File: src/rtl/tac_ram.sv
// Generic simple dual-port RAM, one write port, one registered read port.
module tac_ram #(
    parameter int WIDTH = 32,
    parameter int DEPTH = 16
) (
    input  logic                                      i_clk,
    input  logic                                      i_we,
    input  logic [((DEPTH > 1) ? $clog2(DEPTH) : 1)-1:0] i_waddr,
    input  logic [WIDTH-1:0]                          i_wdata,
    input  logic [((DEPTH > 1) ? $clog2(DEPTH) : 1)-1:0] i_raddr,
    output logic [WIDTH-1:0]                          o_rdata
);

    logic [WIDTH-1:0] r_mem [DEPTH];
    logic [WIDTH-1:0] r_rdata;

    always_ff @(posedge i_clk) begin
        if (i_we) begin
            r_mem[i_waddr] <= i_wdata;
        end
        r_rdata <= r_mem[i_raddr];
    end

    assign o_rdata = r_rdata;

endmodule

File: config.mk
export PLATFORM = sky130hd
export DESIGN_NAME = tac_ram
export DESIGN_NICKNAME = d
export VERILOG_FILES = /design/src/rtl/tac_ram.sv
export SDC_FILE = /design/constraint.sdc
export NUM_CORES = 1
export LEC_CHECK = 0
export BUFFER_PORTS_ARGS = -buffer_cell sky130_fd_sc_hd__buf_2
export CORE_MARGIN = 2
export CORE_UTILIZATION = 61
export CTS_CLUSTER_DIAMETER = 80
export DETAILED_ROUTE_END_ITERATION = 7
export HOLD_SLACK_MARGIN = 0.1
export PLACE_DENSITY = 0.79
export SLEW_MARGIN = 20
export SYNTH_ARGS = -nofsm -noshare
export SYNTH_HDL_FRONTEND = slang
export SYNTH_SLANG_ARGS = --single-unit
File: constraint.sdc
create_clock -name i_clk -period 4.4 [get_ports i_clk]
set_input_delay 0.22 -clock i_clk [delete_from_list [all_inputs] [get_ports i_clk]]
set_output_delay 0.22 -clock i_clk [all_outputs]
set_load 0.05 [all_outputs]
After elaboration in Yosys (flattened, before gate mapping)
Memory sizes are Yosys's and may differ from the RTL's. A register that Yosys moved wholly into a read port is not among the register bits.
Index checks and enable logic that the tools add are counted.
Word-level totals
  bits in registers: 0
  memory bits (writable): 512
  input bits: 42
  output and inout port bits: 32
  logic and storage cells: 3
  memories kept: 1
Cells by class
  mux-type cells: 2
Memories
  r_mem: words 16, width 32, read ports 1, clocked after memory_dff 1, write ports 1, line 14  | logic [WIDTH-1:0] r_mem [DEPTH];
Operators with widths (count)
  1-bit 2-to-1 mux: 2

Logic depth before layout (Yosys ltp)
Gate-level depths: netlist of run 1.
  word-level depth: 2
  mapped depth: 5
  gate-level depth less buffers: 3

Least setup slack after synthesis of run 1
Ideal clock, no wire load.
  path kind: in2reg
  start: input i_waddr[2] (netlist bit)
  end: memory r_mem[0][0] (enable)
  setup time: 0.461 ns
  arrival time: 2.938 ns
  required time: 3.939 ns
  path slack: 1.000 ns
  stages: 2
  buffers on the path: 0
  cell sequence: or3b_2 > nor3_1
RTL lines
  from (decl): line 8  | input logic [((DEPTH > 1) ? $clog2(DEPTH) : 1)-1:0] i_waddr,
  to (decl): line 14
Straight into the memory's write port.

==> results.cfg, run 1 <==
[route]
wl_per_cell_um = 27.78
drtIter0Drc = 1042
first_pass_iters = 5
postRouteAntennaNets = 0
vias = 9240
via_per_inst = 6.342
route.detailed.drc = 0
routed_wl_um = 40480

[yosys]
yosys-top-cells-area = edfxtp_1 77%, mux4_2 15%, dfxtp_1 3.2%
ys_seq_elements = 544
yosysWarnings = 0
synth_common_cells = 512 x edfxtp_1, 128 x mux4_2, 64 x a22oi_1
ys_seq_area_frac = 0.8067
synth_top_cell_area_share = 0.7744
synth_most_common_cell = edfxtp_1
ys.flop_type = edfxtp_1
synth_largest_area_cell = edfxtp_1
syn_area_um2 = 19850
async_reset_ff_frac = 0
syn_area_per_cell_um2 = 23.69
synth_edf_count = 512
syn_nets = 880
synth.distinct_cells = 18
syn_inst = 838

[die]
rows = 66
design.core.area_um2 = 32290
die_height_um = 184.4
start_util = 0.6149
dieArea_um2 = 34010
die_w_um = 184.4
io_pins = 74

[clock_tree]
cts_resized = 0
cts.clk_slew.worst_paths_ns = 0.06
tritoncts = done
htree_levels = 2
clk-insertion-delay-late_ns = 0.56
root_buffer = clkbuf_16
cts_buffers = 50
cts_buffer_depth = 3
clock_sinks = 544

[global_routing]
grt-ovfl-total = 0
grt_pass1_vias = 9699
grt_max_degree = 76
use_met3 = 0.03675
busiest_layer = met2
grt_usage = 0.2475
grt_pass1_wl_um = 59960
antenna_found_initial = 0
grtUsageMet1 = 0.3348
grt_util_met2 = 0.4218

[sta]
fin_crit_ns = 1.832
rsz0062_at_grt = no
fin_crit_sh = 0.4164
slew_violations = 0
tightest_slew_ns = 1.131
max_freq_mhz = 545.8
hold_viol_final = 0
setup-violations-final = 0
relSlewSlack = 0.2440
setup_tns_ns = 0
clock_skew_ns = 0.01085

[job]
maxCapViolCount = 0

[power]
power_w = 0.01064
power_frac_clock = 0.393
irDropWorstVdd_mv = 0.3315
comb_power_share = 0.060
p_sw_w = 0.002222
p_sw_frac = 0.2088
leakage_nw = 7.374
seq_power_share = 0.548
p_int_w = 0.008419
power_per_cell_area_nw_per_um2 = 466.1

[hold_path]
holdCritPathClass = in2reg

[critical_path]
arrival_ns = 2.27
cp.required_ns = 4.84
crit_type = in2reg
cp_max_fo = 75
endpoint_kind = register
start_kind = input pin

[placed_design]
dp_hpwl_um = 20510
port_buffers = 73
gp_congestion = 0.7205
placed_cells = 1334

[finish]
fin_util = 0.7071
syn2layout_area_growth_pct = 15.00
fillers = 1811
nets = 1018
stdcell_count = 1457
drive_above_1_share = 0.3054
antenna_cells = 0

[outcome]
status = finished, final reports clean
registers in the layout (all words and copies together), names as in the netlist:
| signal | cells |
|---|---|
| o_rdata | 32 |
| r_mem | 512 |
power by group through the flow:
stage	registers [W]	logic, W	clock network [W]
final	0.00583	0.000634	0.00418
after global routing	0.00584	0.000676	0.00441
after CTS	0.00583	0.000641	0.00422
after detailed placement	0.00594	0.000613	0
after global placement	0.00593	0.000597	0
after floorplan	0.00605	0.000278	0
logic make-up after synthesis:
| kind of cell | Yosys count | synth area share |
|---|---|---|
| AO/OA/AOI/OAI | 64 | 0.02420 |
| buffers and inverters | 43 | 0.01122 |
| flip-flops | 544 | 0.8067 |
| multiplexers | 128 | 0.1452 |
| AND/OR/NAND/NOR | 59 | 0.01273 |
path summary, 6_finish.rpt:
path	startpoint	endpoint	slack, ns	depth (start not counted)
worst max-delay path	i_raddr[0]	o_rdata[20]	2.57	5
worst min-delay path	i_raddr[2]	o_rdata[31]	0.24	4
worst max register to register	r_mem[2][5]	o_rdata[5]	3.00	3
worst min register to register	r_mem[12][30]	o_rdata[30]	0.66	3
worst max-delay path, cell delays in order:
cell and delay, ns:
clkbuf_8 0.69, buf_4 0.41, mux4_2 0.55, a22oi_1 0.24, nand2_1 0.08
final cells by class:
cell class / count / area, um2 / area share
Clock buffer: 69 / 1406 / 0.06160
Multi-Input combinational cell: 251 / 3750 / 0.1642
Clock inverter: 22 / 172.7 / 0.007562
Tap cell: 442 / 553.0 / 0.02422
Timing Repair Buffer: 129 / 934.6 / 0.04094
Sequential cell: 544 / 16020 / 0.7014
cells in the final DEF, fill, tap and decap left out, drive strengths merged:
| cell type | netlist | final |
|---|---|---|
| edfxtp | 512 | 512 |
| nand2b | 2 | 2 |
| nand3 | 1 | 1 |
| mux4 | 128 | 128 |
| nor2b | 2 | 2 |
| or3b | 1 | 1 |
| clkbuf | 17 | 70 |
| buf | 26 | 96 |
| nand3b | 2 | 2 |
| nand2 | 33 | 33 |
| nor2 | 13 | 13 |
| nor3 | 4 | 4 |
| bufinv | 0 | 3 |
| clkinv | 0 | 19 |
| dlygate4sd3 | 0 | 32 |
| dfxtp | 32 | 32 |
| and2 | 1 | 1 |
| a22oi | 64 | 64 |
stage by stage:
step,setup slack (ns),hold slack [ns],instance area (um2)
2_1_floorplan,1.000,0.3189,19850
3_3_place_gp,2.009,0.5869,20890
3_5_place_dp,1.971,0.5968,20930
4_1_cts,2.526,0.2267,22830
5_1_grt,2.377,0.2579,22830
6_report,2.568,0.2355,22830
per-layer routing:
metal  part of all wire  wire, um  up-vias
met4              0.030      1215        0
met1               0.38     15580     4897
li1                   -         -     3843
met2               0.52     20850      415
met3              0.070      2832       85
met5                  0         0        -
repair_timing:
action,4_1_cts,5_1_grt
hold buffers,32,0
endpoints found under the hold margin,512,0
buffers inserted,0,0
(Power assumes the default switching activity.)
==> inputs of run 2 (changes only) <==
clock period = 1.7 ns   (was 4.4 ns; I/O delays follow)
==> run 2 against run 1 <==
  * Clock skew grew 0.0038 ns
  * Critical path depth grew 1
  * Register-to-register slack got worse by 2.7 ns
  * Critical path type unchanged
  * Wire length increased by 2.3%
  * Cell count rose by 2.1%
  * Highest routed layer unchanged
==> results.cfg, run 2 (synthesis results as in run 1) <==
[route]
routed_wl_um = 41410
route.detailed.drc = 0
first_pass_iters = 5
vias = 9421
postRouteAntennaNets = 0
top_layer_used = met4
m1WireLength_um = 16700
drtIter0Drc = 1021
dr_wl_met3_um = 2791
wl_per_cell_um = 27.85
wl_met2_um = 21140
via_per_inst = 6.336

[die]
design.core.area_um2 = 32290
die_height_um = 184.4
rows = 66
dieArea_um2 = 34010
start_util = 0.6149
io_pins = 74
die_w_um = 184.4

[global_routing]
grt_usage = 0.2521
antenna_found_initial = 0
grt_pass1_vias = 9623
grt_pass1_wl_um = 60990
grt-ovfl-total = 0
grt_max_degree = 53

[hold_path]
holdCritPathClass = in2reg

[sta]
rsz0062_at_grt = no
fin_crit_ns = 1.602
fin_crit_sh = 0.9424
clock_skew_ns = 0.01464
fin_ws_ns = 0.09786
relSlewSlack = 0.3026
setup-violations-final = 0
holdWs_ns = 0.1388
setup_tns_ns = 0
hold_viol_final = 0
max_freq_mhz = 624.2
tightest_slew_ns = 1.046
slew_violations = 0

[placed_design]
gp_congestion = 0.7315
dp_hpwl_um = 20810
post-place-ws_ns = 0.04798
port_buffers = 73

[finish]
regMostFlops = r_mem
layout_common_cells = 512 x edfxtp_1, 128 x mux4_2, 71 x buf_2
drive_above_1_share = 0.3362
fin_util = 0.7269
syn2layout_area_growth_pct = 18.22
fillers = 1753
nets = 1047
multi_input_area_um2 = 3777
final_common_cell = edfxtp_1
largest_reg_flops = 512
seqCellArea_um2 = 16020

[critical_path]
cp_max_fo = 8
crit_type = in2reg
cp.required_ns = 2.20
endpoint_kind = register
start_kind = input pin
arrival_ns = 2.10

[power]
power_w = 0.02809
irDropWorstVdd_mv = 0.9748
leakage_nw = 7.657
power_per_cell_area_nw_per_um2 = 1197

[clock_tree]
htree_levels = 2
cts_resized = 0
clk-insertion-delay-late_ns = 0.56
clock_sinks = 544
tritoncts = done
root_buffer = clkbuf_16
cts_buffers = 51
cts_buffer_depth = 3
cts_setup_buffers = 0
postCtsHoldBufs = 34
cts.clk_slew.worst_paths_ns = 0.06

[outcome]
status = finished, final reports clean

[job]
maxCapViolCount = 0
run 2: stage by stage:
stage               cell area [um2]  std cells
floorplan                     19900        838
finish                        23470       1487
CTS                           23470       1486
global placement              21450       1360
detailed placement            21450       1360
global route                  23470       1486
run 2: power breakdown:
group	internal [W]	total (W)	leakage (nW)	switching, W
combinational	0.000660	0.00174	1.94	0.00108
sequential	0.0150	0.0151	4.89	0.000104
clock	0.00650	0.0113	0.825	0.00476
run 2: layout make-up:
type                    instances  share of cell area
diodes                          1           0.0001066
clock buffers                  62             0.06002
clock inverters                30             0.01157
multi-input cells             251              0.1609
flip-flops and latches        544              0.6823
well taps                     442             0.02356
repair buffers                157             0.06146
run 2: worst max-delay path, cell delays in order:
cell and delay, ns:
dlygate4sd3_1 0.54, buf_2 0.17, nor2_4 0.34, dlygate4sd3_1 0.74
a22oi_1 0.13, nand2_1 0.10
run 2: per-layer routing:
layer / GRT usage / vias up
li1: - / 3910
met1: 0.3633 / 5019
met2: 0.4162 / 430
met5: 0 / -
met3: 0.03932 / 62
met4: 0.06080 / 0
run 2: worst paths after layout:
kind | start | endpoint | slack, ns | cells after the start
setup / recovery | i_raddr[3] | o_rdata[22] | 0.1 | 6
hold / removal | i_raddr[2] | o_rdata[24] | 0.14 | 4
setup reg to reg | r_mem[8][28] | o_rdata[28] | 0.32 | 3
hold reg to reg | r_mem[15][13] | o_rdata[13] | 0.67 | 3
==> inputs of run 3 (changes only) <==
CORE_ASPECT_RATIO = 1.1   (was not set)
==> run 3 against run 2 <==
  * Cell count down 1.5%
  * Core utilization down 0.36 points
  * Non-clock buffer count down 7
  * Clock-buffer cell count up 12
  * Largest power group unchanged
==> results.cfg, run 3 (synthesis results as in run 1) <==
[route]
routed_wl_um = 44570
postRouteAntennaNets = 0
vias = 9547
drtIter0Drc = 1254
route.detailed.drc = 0
via_per_inst = 6.521
wl_per_cell_um = 30.44
first_pass_iters = 5

[sta]
hold_viol_final = 0
fin_crit_ns = 1.403
tightest_slew_ns = 0.5784
rsz0062_at_grt = no
setup-violations-final = 0
clock_skew_ns = 0.01186
fin_ws_ns = 0.2965
setup_tns_ns = 0
relSlewSlack = 0.6144
fin_crit_sh = 0.8256
slew_violations = 0
max_freq_mhz = 712.5

[clock_tree]
cts_buffers = 49
tritoncts = done
clk-insertion-delay-late_ns = 0.56
htree_levels = 2
clock_sinks = 544
cts.clk_slew.worst_paths_ns = 0.06
cts_resized = 0
cts_buffer_depth = 3
root_buffer = clkbuf_16

[hold_path]
holdCritPathClass = in2reg
hold_depth = 4

[critical_path]
crit_buf_inv = 0
reg2reg_depth = 3
crit_type = reg2reg
critPathSlowestCell = mux4_2
endpoint_kind = register
slowest_delay_ns = 0.55
crit_cells = 3
start_kind = register
arrival_ns = 1.85
cp.required_ns = 2.14
path_cells = mux4_2, a22oi_1, nand2_1
cp_max_fo = 1
critPathTopFamily = multiplexers

[finish]
drive_above_1_share = 0.3153
nets = 1038
fillers = 1737
multi_input_area_um2 = 3777
largest_reg_flops = 512
final_common_cell = edfxtp_1
seqCellArea_um2 = 16020
layout_common_cells = 512 x edfxtp_1, 128 x mux4_2, 71 x buf_2
stdcell_count = 1464
regMostFlops = r_mem
syn2layout_area_growth_pct = 17.32
fin_area_um2 = 23290

[global_routing]
grt_pass1_wl_um = 65270
grt-ovfl-total = 0
grt_max_degree = 33
busiest_layer = met2
grt_util_met2 = 0.4587
grtUsageMet1 = 0.3518
antenna_found_initial = 0
use_met3 = 0.04442
grt_pass1_vias = 10067
grt_usage = 0.2706

[die]
design.core.area_um2 = 32200
rows = 69
die_w_um = 176.0
io_pins = 74
dieArea_um2 = 34010
start_util = 0.6165
die_height_um = 193.2

[power]
leakage_nw = 7.552
power_per_cell_area_nw_per_um2 = 1177
irDropWorstVdd_mv = 0.8171
power_w = 0.02742

[placed_design]
port_buffers = 73
gp_congestion = 0.7081
dp_hpwl_um = 21230
post-place-ws_ns = 0.1340
placed_cells = 1339
postPlaceCellArea_um2 = 21440

[outcome]
status = finished, final reports clean

[job]
maxCapViolCount = 0
==> run 3: cell count changes in the layout (fill, tap and decap cells not counted), moves of 3 or more <==
cell / previous run / this run
buf_4: 23 / 14
clkbuf_1: 3 / 19
clkinvlp_4: 3 / 0
buf_12: 28 / 32
clkinv_1: 10 / 13
clkinv_2: 10 / 2
clkbuf_8: 8 / 5
==> run 3: repair_timing <==
item | CTS | global route
buffers inserted | 0 | 0
endpoints found under the hold margin | 512 | 0
hold buffers | 32 | 0
==> run 3: per-layer routing <==
| layer | vias up | wire [um] |
|---|---|---|
| met5 | - | 0 |
| met4 | 0 | 1850 |
| met3 | 118 | 3512 |
| met2 | 560 | 23280 |
| met1 | 4978 | 15920 |
| li1 | 3891 | - |
==> run 3: area by class of cell <==
type,count,share of cell area
clock inverters,18,0.005479
multi-input cells,251,0.1622
repair buffers,150,0.06161
clock buffers,74,0.06021
diodes,1,0.0001074
flip-flops and latches,544,0.6875
well taps,426,0.02288
==> run 3: report_power, final <==
group          switching (W)  internal (W)  leakage (nW)
sequential          0.000124        0.0150          4.89
combinational        0.00110      0.000657          1.92
clock                0.00456       0.00599         0.741
==> run 3: path summary, 6_finish.rpt <==
check / start / end / slack [ns]
max: r_mem[10][12] / o_rdata[12] / 0.30
min reg2reg: r_mem[4][8] / o_rdata[8] / 0.67
min: i_raddr[0] / o_rdata[3] / 0.14
max reg2reg: r_mem[10][12] / o_rdata[12] / 0.30
==> run 3: metrics by stage <==
stage          hold WS [ns]  utilization
2_1_floorplan        0.1839            -
3_3_place_gp         0.4473       0.6658
3_5_place_dp         0.4545       0.6658
4_1_cts              0.1320       0.7233
5_1_grt              0.1669       0.7233
6_report             0.1392       0.7234
==> run 3: tightest hold or removal path, delay by kind of cell <==
family / cells / cell delay [ns]
AO/OA/AOI/OAI: 1 / 0.06
buffers and inverters: 1 / 0.19
AND/OR/NAND/NOR: 1 / 0.08
multiplexers: 1 / 0.24
